[config.mk]
export PLATFORM = sky130hd
export DESIGN_NAME = pidrc_err_stage
export DESIGN_NICKNAME = d
export VERILOG_FILES = /design/src/rtl/core/pidrc_pkg.sv /design/src/rtl/core/pidrc_err_stage.sv
export SDC_FILE = /design/constraint.sdc
export NUM_CORES = 1
export LEC_CHECK = 0
export BUFFER_PORTS_ARGS = -buffer_cell sky130_fd_sc_hd__buf_2
export CORE_ASPECT_RATIO = 1.5
export CORE_UTILIZATION = 55
export DETAILED_ROUTE_END_ITERATION = 8
export PLACE_DENSITY = 0.81
export SYNTH_ARGS = -nofsm -noshare
export SYNTH_HDL_FRONTEND = slang
export SYNTH_SLANG_ARGS = --single-unit
[constraint.sdc]
create_clock -name clk -period 6.2 [get_ports clk]
set_clock_uncertainty 0.1 [all_clocks]
set_input_delay 0.93 -clock clk [delete_from_list [all_inputs] [get_ports clk]]
set_output_delay 0.93 -clock clk [all_outputs]
set_load 0.005 [all_outputs]
[src/rtl/core/pidrc_pkg.sv]
// ----------------------------------------------------------------------------
// pidrc_pkg
// Widths, register codes, reset values and payload types shared by the
// PID regulator pipeline.
// ----------------------------------------------------------------------------
`default_nettype none

package pidrc_pkg;

    localparam int SampleW  = 16;
    localparam int ErrW     = SampleW + 1;
    localparam int DeltaW   = ErrW + 1;
    localparam int GainW    = 32;
    localparam int LimitW   = 16;
    localparam int FracW    = 16;
    localparam int IntW     = LimitW + FracW;     // clamped integrator, Q16.16
    localparam int ProdPW   = GainW + ErrW;       // kp * err, ki_ts * err
    localparam int ProdDW   = GainW + DeltaW;     // kd_over_ts * delta
    localparam int IsumW    = ProdPW + 1;         // integrator + ki_ts * err
    localparam int PdW      = ProdDW + 1;         // p term + d term
    localparam int SumW     = PdW + 1;            // all three terms
    localparam int CfgIdxW  = 3;
    localparam int CfgDataW = 32;

    localparam logic signed [LimitW-1:0] LimitHighReset = 16'sh7FFF;
    localparam logic signed [LimitW-1:0] LimitLowReset  = 16'sh8000;

    typedef enum logic [CfgIdxW-1:0] {
        REG_KP         = 3'd0,
        REG_KI_TS      = 3'd1,
        REG_KD_OVER_TS = 3'd2,
        REG_LIMIT_HIGH = 3'd3,
        REG_LIMIT_LOW  = 3'd4
    } cfg_reg_t;

    typedef struct packed {
        logic signed [GainW-1:0]  kp;
        logic signed [GainW-1:0]  ki_ts;
        logic signed [GainW-1:0]  kd_over_ts;
        logic signed [LimitW-1:0] upper_lim;
        logic signed [LimitW-1:0] lower_lim;
    } cfg_t;

    typedef struct packed {
        logic                     restart;
        logic signed [ErrW-1:0]   err;
        logic signed [DeltaW-1:0] delta;
    } err_item_t;

    typedef struct packed {
        logic                     restart;
        logic signed [ProdPW-1:0] p_term;
        logic signed [ProdPW-1:0] i_incr;
        logic signed [ProdDW-1:0] d_term;
    } prod_item_t;

    typedef struct packed {
        logic                   restart;
        logic signed [PdW-1:0]  pd_sum;
        logic signed [IntW-1:0] integ;
    } acc_item_t;

    // Limit as a Q16.16 value.
    function automatic logic signed [IntW-1:0] limit_q(input logic signed [LimitW-1:0] lim);
        return {lim, {FracW{1'b0}}};
    endfunction

endpackage

`default_nettype wire

[src/rtl/core/pidrc_err_stage.sv]
// ----------------------------------------------------------------------------
// pidrc_err_stage
// Input register: forms the error and its change against the last error.
// ----------------------------------------------------------------------------
`default_nettype none

module pidrc_err_stage (
    input  logic                                  clk,
    input  logic                                  rst_n,
    input  logic                                  up_valid,
    output logic                                  up_ready,
    input  logic signed [pidrc_pkg::SampleW-1:0]  reference,
    input  logic signed [pidrc_pkg::SampleW-1:0]  feedback,
    input  logic                                  restart,
    output logic                                  dn_valid,
    input  logic                                  dn_ready,
    output pidrc_pkg::err_item_t                  dn_item
);

    logic                                 valid_reg;
    logic                                 valid_next;
    pidrc_pkg::err_item_t                 item_reg;
    pidrc_pkg::err_item_t                 item_next;
    logic signed [pidrc_pkg::ErrW-1:0]    prev_err_reg;
    logic                                 load;

    assign up_ready = !valid_reg || dn_ready;
    assign load     = up_valid && up_ready;

    always_comb
    begin
        item_next.restart = restart;
        item_next.err     = {reference[pidrc_pkg::SampleW-1], reference}
                          - {feedback[pidrc_pkg::SampleW-1], feedback};
        item_next.delta   = {item_next.err[pidrc_pkg::ErrW-1], item_next.err}
                          - {prev_err_reg[pidrc_pkg::ErrW-1], prev_err_reg};
        valid_next        = load || (valid_reg && !dn_ready);
    end

    always_ff @(posedge clk or negedge rst_n)
    begin
        if (!rst_n)
        begin
            valid_reg    <= 1'b0;
            prev_err_reg <= '0;
        end
        else
        begin
            valid_reg <= valid_next;
            // a restart leaves the last error alone
            if (load && !restart)
            begin
                prev_err_reg <= item_next.err;
            end
        end
    end

    always_ff @(posedge clk)
    begin
        if (load)
        begin
            item_reg <= item_next;
        end
    end

    assign dn_valid = valid_reg;
    assign dn_item  = item_reg;

endmodule

`default_nettype wire

==> results of run 1 <==
worst max-delay path: stages:
cell and delay (ns):
buf_2 0.10, inv_1 0.04, ha_1 0.15, inv_1 0.06, fa_1 0.42, a211oi_1 0.33, nor2_1 0.13, o22ai_1 0.36
o21ai_0 0.19, xor2_1 0.27, ha_1 0.33, and3_1 0.23, a221o_1 0.35, a31oi_1 0.13, o21ai_0 0.10, a21oi_1 0.20
xnor2_1 0.08
area by class of cell:
type | instances | area share, %
inverters | 41 | 3.90
flip-flops and latches | 54 | 38.8
repair buffers | 76 | 9.77
well taps | 72 | 2.28
clock buffers | 6 | 1.84
clock inverters | 2 | 0.951
multi-input cells | 225 | 42.4
where the power goes:
| part | switching (W) | internal [W] |
|---|---|---|
| combinational | 0.000340 | 0.000283 |
| sequential | 0.0000253 | 0.000515 |
| clock | 0.000110 | 0.000120 |
| total | 0.000476 | 0.000918 |
through the flow:
stage                     utilization [%]  power (W)  hold WS, ns
after CTS                            67.2    0.00139        0.398
after detailed placement             65.3    0.00116        0.376
after global placement               65.3    0.00114        0.371
after global routing                 67.2    0.00150        0.432
after floorplan                         -    0.00100        0.352
final                                67.2    0.00139        0.394
cell families after synthesis:
family,Yosys count
AO/OA/AOI/OAI,97
multiplexers,9
adder cells (fa/ha/maj),35
flip-flops,54
buffers and inverters,46
AND/OR/NAND/NOR,60
XOR/XNOR,24
worst paths after layout:
kind                                             start                            to  slack (ns)  depth (start not counted)
setup / recovery                          reference[0]         dn_item[16]$_DFFE_PP_        1.75                         17
hold / removal             prev_err_reg[0]$_DFFE_PN0P_   prev_err_reg[0]$_DFFE_PN0P_        0.39                          2
setup reg to reg           prev_err_reg[0]$_DFFE_PN0P_         dn_item[16]$_DFFE_PP_        3.28                          9
hold reg to reg            prev_err_reg[0]$_DFFE_PN0P_   prev_err_reg[0]$_DFFE_PN0P_        0.39                          2
max in group asynchronous                        rst_n  prev_err_reg[15]$_DFFE_PN0P_        5.27                          1
min in group asynchronous                        rst_n            dn_valid$_DFF_PN0_        0.43                          1
synth_stat cells, types with 4 or more instances:
cell type,count,area [um2]
a211oi_1,5,37.5
a21o_1,9,67.6
a21oi_1,18,90.1
and2_1,4,25.0
and3_1,5,31.3
dfrtp_1,18,450
edfxtp_1,36,1080
ha_1,33,413
inv_1,41,154
mux2_2,8,90.1
nand2_1,24,90.1
nand2b_1,5,31.3
nor2_1,13,48.8
o21a_1,4,30.0
o21ai_0,32,160
o21bai_1,4,30.0
o31ai_1,4,30.0
xnor2_1,13,114
xor2_1,11,96.3
metal layers:
metal	global-route usage, %	routed length (um)	up-vias
met5	0	0	-
met3	3.39	232	12
met2	35.6	3240	72
met1	25.6	2670	1186
li1	-	-	1315
met4	8.35	154	0
cell usage in the layout, fill, tap and decap left out, drive strengths merged, types with 6 or more instances in the layout:
master  netlist  layout
buf           2      76
inv          41      41
edfxtp       36      36
ha           33      33
o21ai        32      32
nand2        24      24
a21oi        18      18
dfrtp        18      18
xnor2        13      13
nor2         13      13
xor2         11      11
a21o          9       9
mux2          9       9
clkbuf        3       6
==> results.md, run 1 <==
* Maximum level of the CTS H-tree at 2
* Part of the cycle the worst path needs at 71.7%
* Placed cell areas at 0.00383 mm2
* Initial core utilization at 57.6%
* Clock root buffer master: clkbuf_8
* Setup crit start kind: input pin
* Post-cts sizing count at 0
* Register area share after synthesis at 45.3%
* Port buffer count at 74
* Yosys warning total at 0
* Xor/xnor share of the synthesized area at 6.22%
* Mux cell area share after synthesis at 3.11%
* Routed len/inst at 13.2 um
* Setup TNS Final at 0 ns
* Setup violations, final at 0
* Pre-CTS setup slack at 1.60 ns
* Fmax at 225 MHz
* FFs w/ async S/R, synth at 33.3%
* Die area at 0.00647 mm2
* Max-cap violations at 0
* Post-CTS Setup Inserts at 0
* Top-Level Pins at 75
* Power density over the cells at 353 mW/mm2
* Multi-input gate area at 0.00167 mm2
* Distinct cells, synth at 41
* Worst Path Required at 6.16 ns
* Post-Synth Adder-Cell Area at 13.4%
* Vias per inst at 5.43
* Via count at 2,585
* Synthesized instance count at 325
* Register clock-pin slew on the reported worst setup and hold paths at 0.09 ns
* Drt initial violations at 128
* Detail Placement HPWL at 4.80 mm
* Area Growth Syn to Fin at 16.7%
* CTS Sinks at 54
* ANT cells at 0
* Status: completed
* CP Max Fanout at 5
* Critical Path AT at 4.41 ns
* Synth Flop Type: edfxtp_1
* RSZ-0062 raised after global routing: false
* DRC at 0
* Detailed Route WL at 6.30 mm
* Overflow after GRT at 0
* Share of layout cells above drive strength 1 at 23.8%
* Post-synth EDFFs at 36
* Post-route non-filler standard cell count at 476
* Pin count of the biggest net entering global routing at 39
* Critical path type: input pin to register
* Layout fillers at 459
* # nets final at 475
* Vias in the first global route at 2,351
* DIE HEIGHT at 98.0 um
* Main combinational cell family by area after synthesis: compound AO/OA/AOI/OAI gates
* Drt pass-1 iters at 4
* Number of antenna violations at the first check in global routing at 0
* Leak pwr at 1.82 nW
* # rows at 34
* Relative slew slack at 60.2%
* GRT Total Usage at 20.8%
* Reg area at 0.00153 mm2
* Clock Path Buffers at 2
* Final Hold Fails at 0
* TritonCTS clock tree: done
* Worst Tran Pin Value at 0.597 ns
* Core Region at 0.00587 mm2
* Simple-gate share of the synthesized area at 8.22%
* Max rail drop VDD at 0.189 mV
* Clk_lat worst skew at 0.31 ns
* Clock buffer count from CTS at 5
* Routability cong. at 0.826
* Syn avg cell area at 10.4 um2
* Compound-gate portion of the synthesized area at 18.6%
* Die Width at 66.0 um
* Setup crit end kind: register
* Design area at 0.00395 mm2
* Setup WS post-layout at 1.75 ns
* Placed Cells at 468
* Post-layout minimum cycle time at 4.45 ns
* Synthesized Nets at 397
* Slew Limit Fails at 0
* Largest register FFs at 36
* Post-DRT Antenna Nets at 0
* Cts hold-fix bufs at 0
* Mapped Area at 0.00338 mm2
* Count of state elements after synthesis at 54
* HP Class: register to register
* First-pass GRT wire length at 10.4 mm
No activity file was read; power rests on OpenSTA's default activity.
==> inputs of run 2 (changes only) <==
Clock period 6.2 ns to 4.6 ns, I/O delays scaled along.
==> run 2 against run 1 <==
  * Die area unchanged
  * Hold slack got worse by 0.20 ns
  * Cell count did not move
  * Wire length fell by 0.19%
  * Design area stayed put
  * Clock power is 33% higher
  * Via count is 0.35% lower
  * Setup slack worse by 1.3 ns
  * Utilization unchanged
  * Critical path type unchanged
  * Largest cell class unchanged
  * Largest power group unchanged
==> results.md, run 2 (synthesized netlist as in run 1, its figures left out) <==
* Status: completed
* Setup TNS Final at 0 ns
* Via count at 2,576
* Final core utilization at 67.2%
* Clock power frac at 16.5%
* Worst Path Required at 4.55 ns
* Drt initial violations at 114
* Setup crit start kind: input pin
* ANT cells at 0
* Maximum level of the CTS H-tree at 2
* # nets final at 475
* Cts hold-fix bufs at 0
* Internal power at 0.00124 W
* Multi-input gate area at 0.00167 mm2
* Most common cell after layout, fill and taps aside: buf_2
* Part of the cycle the worst path needs at 90.8%
* Die Width at 66.0 um
* Leak pwr at 1.82 nW
* Clock root buffer master: clkbuf_8
* Initial core utilization at 57.6%
* Setup crit end kind: register
* Power density over the cells at 475 mW/mm2
* Relative slew slack at 60.4%
* Vias in the first global route at 2,383
* Sw Ratio at 34.0%
* Detail Placement HPWL at 4.80 mm
* Clock Path Buffers at 2
* Layout fillers at 456
* Core Region at 0.00587 mm2
* Vias per inst at 5.41
* Area Growth Syn to Fin at 16.7%
* Worst Tran Pin Value at 0.594 ns
* DIE HEIGHT at 98.0 um
* Commonest cells after routing, fill and taps aside: buf_2 (74), inv_1 (41), edfxtp_1 (36), ha_1 (33), o21ai_0 (32)
* NetSw at 0.000637 W
* Seq pwr share at 38.9%
* Routability cong. at 0.826
* Clk_lat worst skew at 0.31 ns
* Tot Pwr at 0.00187 W
* First-pass GRT wire length at 10.4 mm
* Final Hold Fails at 0
* Max-cap violations at 0
* GRT Total Usage at 20.8%
* HP Class: input pin to async pin
* Post-DRT Antenna Nets at 0
* Largest register FFs at 36
* Post-cts sizing count at 0
* # rows at 34
* Die area at 0.00647 mm2
* Pre-CTS setup slack at 0.240 ns
* Critical path type: input pin to register
* CP Max Fanout at 5
* Number of antenna violations at the first check in global routing at 0
* Reg area at 0.00153 mm2
* RSZ-0062 raised after global routing: false
* Share of layout cells above drive strength 1 at 23.8%
* Register clock-pin slew on the reported worst setup and hold paths at 0.09 ns
* CTS Sinks at 54
* Drt pass-1 iters at 4
* Slew Limit Fails at 0
* Detailed Route WL at 6.29 mm
* Top-Level Pins at 75
* Setup WS post-layout at 0.424 ns
* Routed len/inst at 13.2 um
* Post-layout minimum cycle time at 4.18 ns
* DRC at 0
* Critical Path AT at 4.13 ns
* Pin count of the biggest net entering global routing at 39
* Clock buffer count from CTS at 5
* TritonCTS clock tree: done
* Max rail drop VDD at 0.246 mV
* Port buffer count at 74
* Overflow after GRT at 0
* Fmax at 239 MHz
* Setup violations, final at 0
* Comb power frac at 44.7%
* Post-CTS Setup Inserts at 0
[run 2: cell counts in the layout (fill, tap and decap cells not counted)]
Identical to the previous run, type by type.
[run 2: layout make-up]
class	count	area share, %
Tap cell	72	2.28
Clock buffer	6	1.84
Clock inverter	2	0.951
Timing Repair Buffer	76	9.77
Multi-Input combinational cell	225	42.4
Sequential cell	54	38.8
Inverter	41	3.90
[run 2: layer usage]
layer / GRT usage, % / part of all wire (%)
met1: 25.3 / 42
met5: 0 / 0
met2: 36.2 / 52
met4: 7.69 / 1.6
met3: 3.39 / 4.3
[run 2: path summary, 6_finish.rpt]
| path | startpoint | endpoint | slack, ns | depth (start not counted) |
|---|---|---|---|---|
| min in group clk | prev_err_reg[0]$_DFFE_PN0P_ | prev_err_reg[0]$_DFFE_PN0P_ | 0.39 | 2 |
| setup reg to reg | prev_err_reg[0]$_DFFE_PN0P_ | dn_item[16]$_DFFE_PP_ | 1.68 | 9 |
| hold / removal | rst_n | dn_valid$_DFF_PN0_ | 0.20 | 1 |
| hold reg to reg | prev_err_reg[0]$_DFFE_PN0P_ | prev_err_reg[0]$_DFFE_PN0P_ | 0.39 | 2 |
| max in group asynchronous | rst_n | prev_err_reg[15]$_DFFE_PN0P_ | 3.91 | 1 |
| setup / recovery | reference[0] | dn_item[16]$_DFFE_PP_ | 0.42 | 17 |
[run 2: power by group through the flow]
stage / combinational, W / sequential [W] / clock [W]
2_1_floorplan: 0.000603 / 0.000748 / 0
3_3_place_gp: 0.000803 / 0.000737 / 0
3_5_place_dp: 0.000822 / 0.000739 / 0
4_1_cts: 0.000833 / 0.000729 / 0.000316
5_1_grt: 0.000939 / 0.000740 / 0.000339
6_report: 0.000838 / 0.000728 / 0.000308
[run 2: through the flow]
step	hold WS (ns)	instances	area (um2)
final	0.197	476	3950
after global routing	0.214	476	3950
after CTS	0.207	476	3950
after detailed placement	0.376	468	3830
after global placement	0.371	468	3830
after floorplan	0.294	325	3380
[run 2: worst max-delay path: stages]
cell and delay, ns:
buf_2 0.10, inv_1 0.04, ha_1 0.15, inv_1 0.06
fa_1 0.42, a211oi_1 0.31, nor2_1 0.13, o22ai_1 0.36
o21ai_0 0.19, xor2_1 0.26, ha_1 0.33, and3_1 0.23
a221o_1 0.35, a31oi_1 0.13, o21ai_0 0.10, a21oi_1 0.20
xnor2_1 0.09
==> inputs of run 3 (changes only) <==
Settings changed: ABC_AREA from default to 1, PLACE_DENSITY 0.81 to 0.79.
==> run 3 against run 2 <==
  * Sequential share of layout area shrank 4.2 points
  * The run now ends with DRC left
  * Clock power shrank 8.1%
  * Critical path depth grew 4
  * Largest power group unchanged
  * Critical path type unchanged
  * Register-to-register slack gained 0.77 ns
  * Cell count grew 39%
==> results.md, run 3 <==
* Cts hold-fix bufs at 0
* Power density over the cells at 415 mW/mm2
* Core Region at 0.00681 mm2
* Die area at 0.00737 mm2
* Clock Path Buffers at 2
* # nets final at 657
* Setup violations, final at 0
* TritonCTS clock tree: done
* Wire length on met3 at 244 um
* Overflow after GRT at 0
* Yosys warning total at 0
* Max-cap violations at 0
* Placed Cells at 656
* Distinct cells, synth at 28
* Post-route non-filler standard cell count at 664
* Worst Path Required at 4.58 ns
* Vias per inst at 5.01
* Post-DRT Antenna Nets at 0
* Most common cell after layout, fill and taps aside: nand2_1
* Most numerous cell in the Yosys netlist: nand2_1
* GRT Total Usage at 23.3%
* Via count at 3,327
* Post-layout minimum cycle time at 3.24 ns
* Slew Limit Fails at 0
* Setup crit start kind: input pin
* Commonest cells after routing, fill and taps aside: nand2_1 (163), inv_1 (96), buf_2 (74), edfxtp_1 (36), nand3_1 (34)
* Worst Tran Pin Value at 0.925 ns
* Post-cts sizing count at 0
* Port buffer count at 74
* Initial core utilization at 56.8%
* DR WL met2 at 4.31 mm
* Fmax at 308 MHz
* Synthesized Nets at 577
* Placed cell areas at 0.00433 mm2
* Number of antenna violations at the first check in global routing at 0
* Setup crit end kind: register
* Max layer used: met4
* Relative slew slack at 38.1%
* WL met1 at 3.37 mm
* Critical Path AT at 3.23 ns
* Post-CTS Setup Inserts at 0
* Drt pass-1 iters at 6
* Top cell type's share of synthesized area at 28.0%
* Count of state elements after synthesis at 54
* Routability cong. at 0.879
* Synth cell count leaders: nand2_1 (163), inv_1 (96), edfxtp_1 (36)
* CP Max Fanout at 6
* Vias in the first global route at 3,244
* Clock root buffer master: clkbuf_8
* Critical path type: input pin to register
* Setup TNS Final at 0 ns
* HP Class: input pin to async pin
* Maximum level of the CTS H-tree at 2
* Pin count of the biggest net entering global routing at 26
* Register area share after synthesis at 39.7%
* Design area at 0.00443 mm2
* Part of the cycle the worst path needs at 70.5%
* Area contributors post-synth: edfxtp_1 (28%), nand2_1 (16%), dfrtp_1 (12%)
* Share of layout cells above drive strength 1 at 18.1%
* Final Hold Fails at 0
* Clk_lat worst skew at 0.32 ns
* DRC at 2
* Routed len/inst at 12.2 um
* # rows at 37
* Register clock-pin slew on the reported worst setup and hold paths at 0.11 ns
* Leak pwr at 2.41 nW
* Detail Placement HPWL at 6.70 mm
* Status: complete, but fails checks
* Synth Flop Type: edfxtp_1
* Post-synth EDFFs at 36
* Clock buffer count from CTS at 5
* Largest register FFs at 36
* RSZ-0062 raised after global routing: false
* Final core utilization at 65.0%
* Max rail drop VDD at 0.171 mV
* Synthesized instance count at 505
* Top-Level Pins at 75
* CTS Sinks at 54
* Post-synth top area cell: edfxtp_1
* Detailed Route WL at 8.09 mm
* DIE HEIGHT at 105 um
* Worst hold slack at 0.189 ns
* FFs w/ async S/R, synth at 33.3%
* Syn avg cell area at 7.65 um2
* Area Growth Syn to Fin at 14.6%
* Die Width at 70.4 um
* Failing checks: DRC
* ANT cells at 0
* Drt initial violations at 204
* First-pass GRT wire length at 13.8 mm
* Mapped Area at 0.00386 mm2
run 3: cell types whose count changed after synthesis, moves of 6 or more:
cell and change:
nand2_1 +139, inv_1 +55, nand3_1 +31, o21ai_0 -20, nor2_1 +15, xnor2_1 -11, mux2_2 -8, nand2_2 +8
a21o_1 -7, a21oi_1 +6
run 3: kinds of logic (layout without fill, tap and decap cells):
group,Yosys count,count (layout),share of synthesized area [%]
AOI/OAI and AO/OA,41,41,5.73
and+or+nand+nor,256,256,28.6
adders and majority gates,35,35,11.7
buffers and inverters,102,183,10.0
xor gates and xnor gates,17,17,4.24
DFF,54,54,39.7
run 3: worst max-delay path: stages:
cell and delay [ns]:
buf_2 0.09, inv_1 0.04, ha_1 0.13, inv_1 0.07, fa_1 0.39, nand2_1 0.09, nand2_2 0.07, nand3b_1 0.10
nand2_2 0.08, nand2_1 0.08, nand3b_1 0.09, and2_1 0.18, ha_1 0.36, a21oi_1 0.24, o21ai_0 0.12, inv_1 0.10
nor2_1 0.04, nor2_1 0.11, nand2_1 0.06, nand2_1 0.05, nand2_1 0.04
run 3: final timing paths:
kind | cells past startpoint | slack, ns | to | start
min | 1 | 0.19 | prev_err_reg[10]$_DFFE_PN0P_ | rst_n
min in group clk | 2 | 0.38 | prev_err_reg[12]$_DFFE_PN0P_ | prev_err_reg[12]$_DFFE_PN0P_
max reg2reg | 12 | 2.45 | dn_item[16]$_DFFE_PP_ | prev_err_reg[0]$_DFFE_PN0P_
max in group asynchronous | 1 | 3.91 | prev_err_reg[1]$_DFFE_PN0P_ | rst_n
max | 21 | 1.36 | dn_item[17]$_DFFE_PP_ | reference[0]
min reg2reg | 2 | 0.38 | prev_err_reg[12]$_DFFE_PN0P_ | prev_err_reg[12]$_DFFE_PN0P_
run 3: final cells by class:
class	instances	area, um2
clock buffers	5	68.8
clock inverters	3	28.8
fillers	613	2380
inverters	100	375
multi-input cells	349	1950
flip-flops and latches	54	1530
well taps	78	97.6
repair buffers	75	378
run 3: where the power goes:
part / switching [W] / total, W / internal, W / leakage [nW]
registers: 0.0000282 / 0.000697 / 0.000669 / 0.563
clock network: 0.000169 / 0.000283 / 0.000114 / 0.0506
logic: 0.000526 / 0.000856 / 0.000330 / 1.80
run 3: metrics by stage:
| stage | worst slack [ns] | total power (W) |
|---|---|---|
| after global routing | 1.04 | 0.00200 |
| after CTS | 1.34 | 0.00185 |
| after detailed placement | 1.01 | 0.00156 |
| final | 1.36 | 0.00184 |
| after global placement | 1.06 | 0.00154 |
| after floorplan | 1.39 | 0.00132 |
run 3: layer usage:
metal  global-route usage [%]  up-vias
li1                         -     1746
met1                     25.5     1482
met2                     44.4       84
met3                     2.80       15
met4                     8.57        0
met5                        0        -
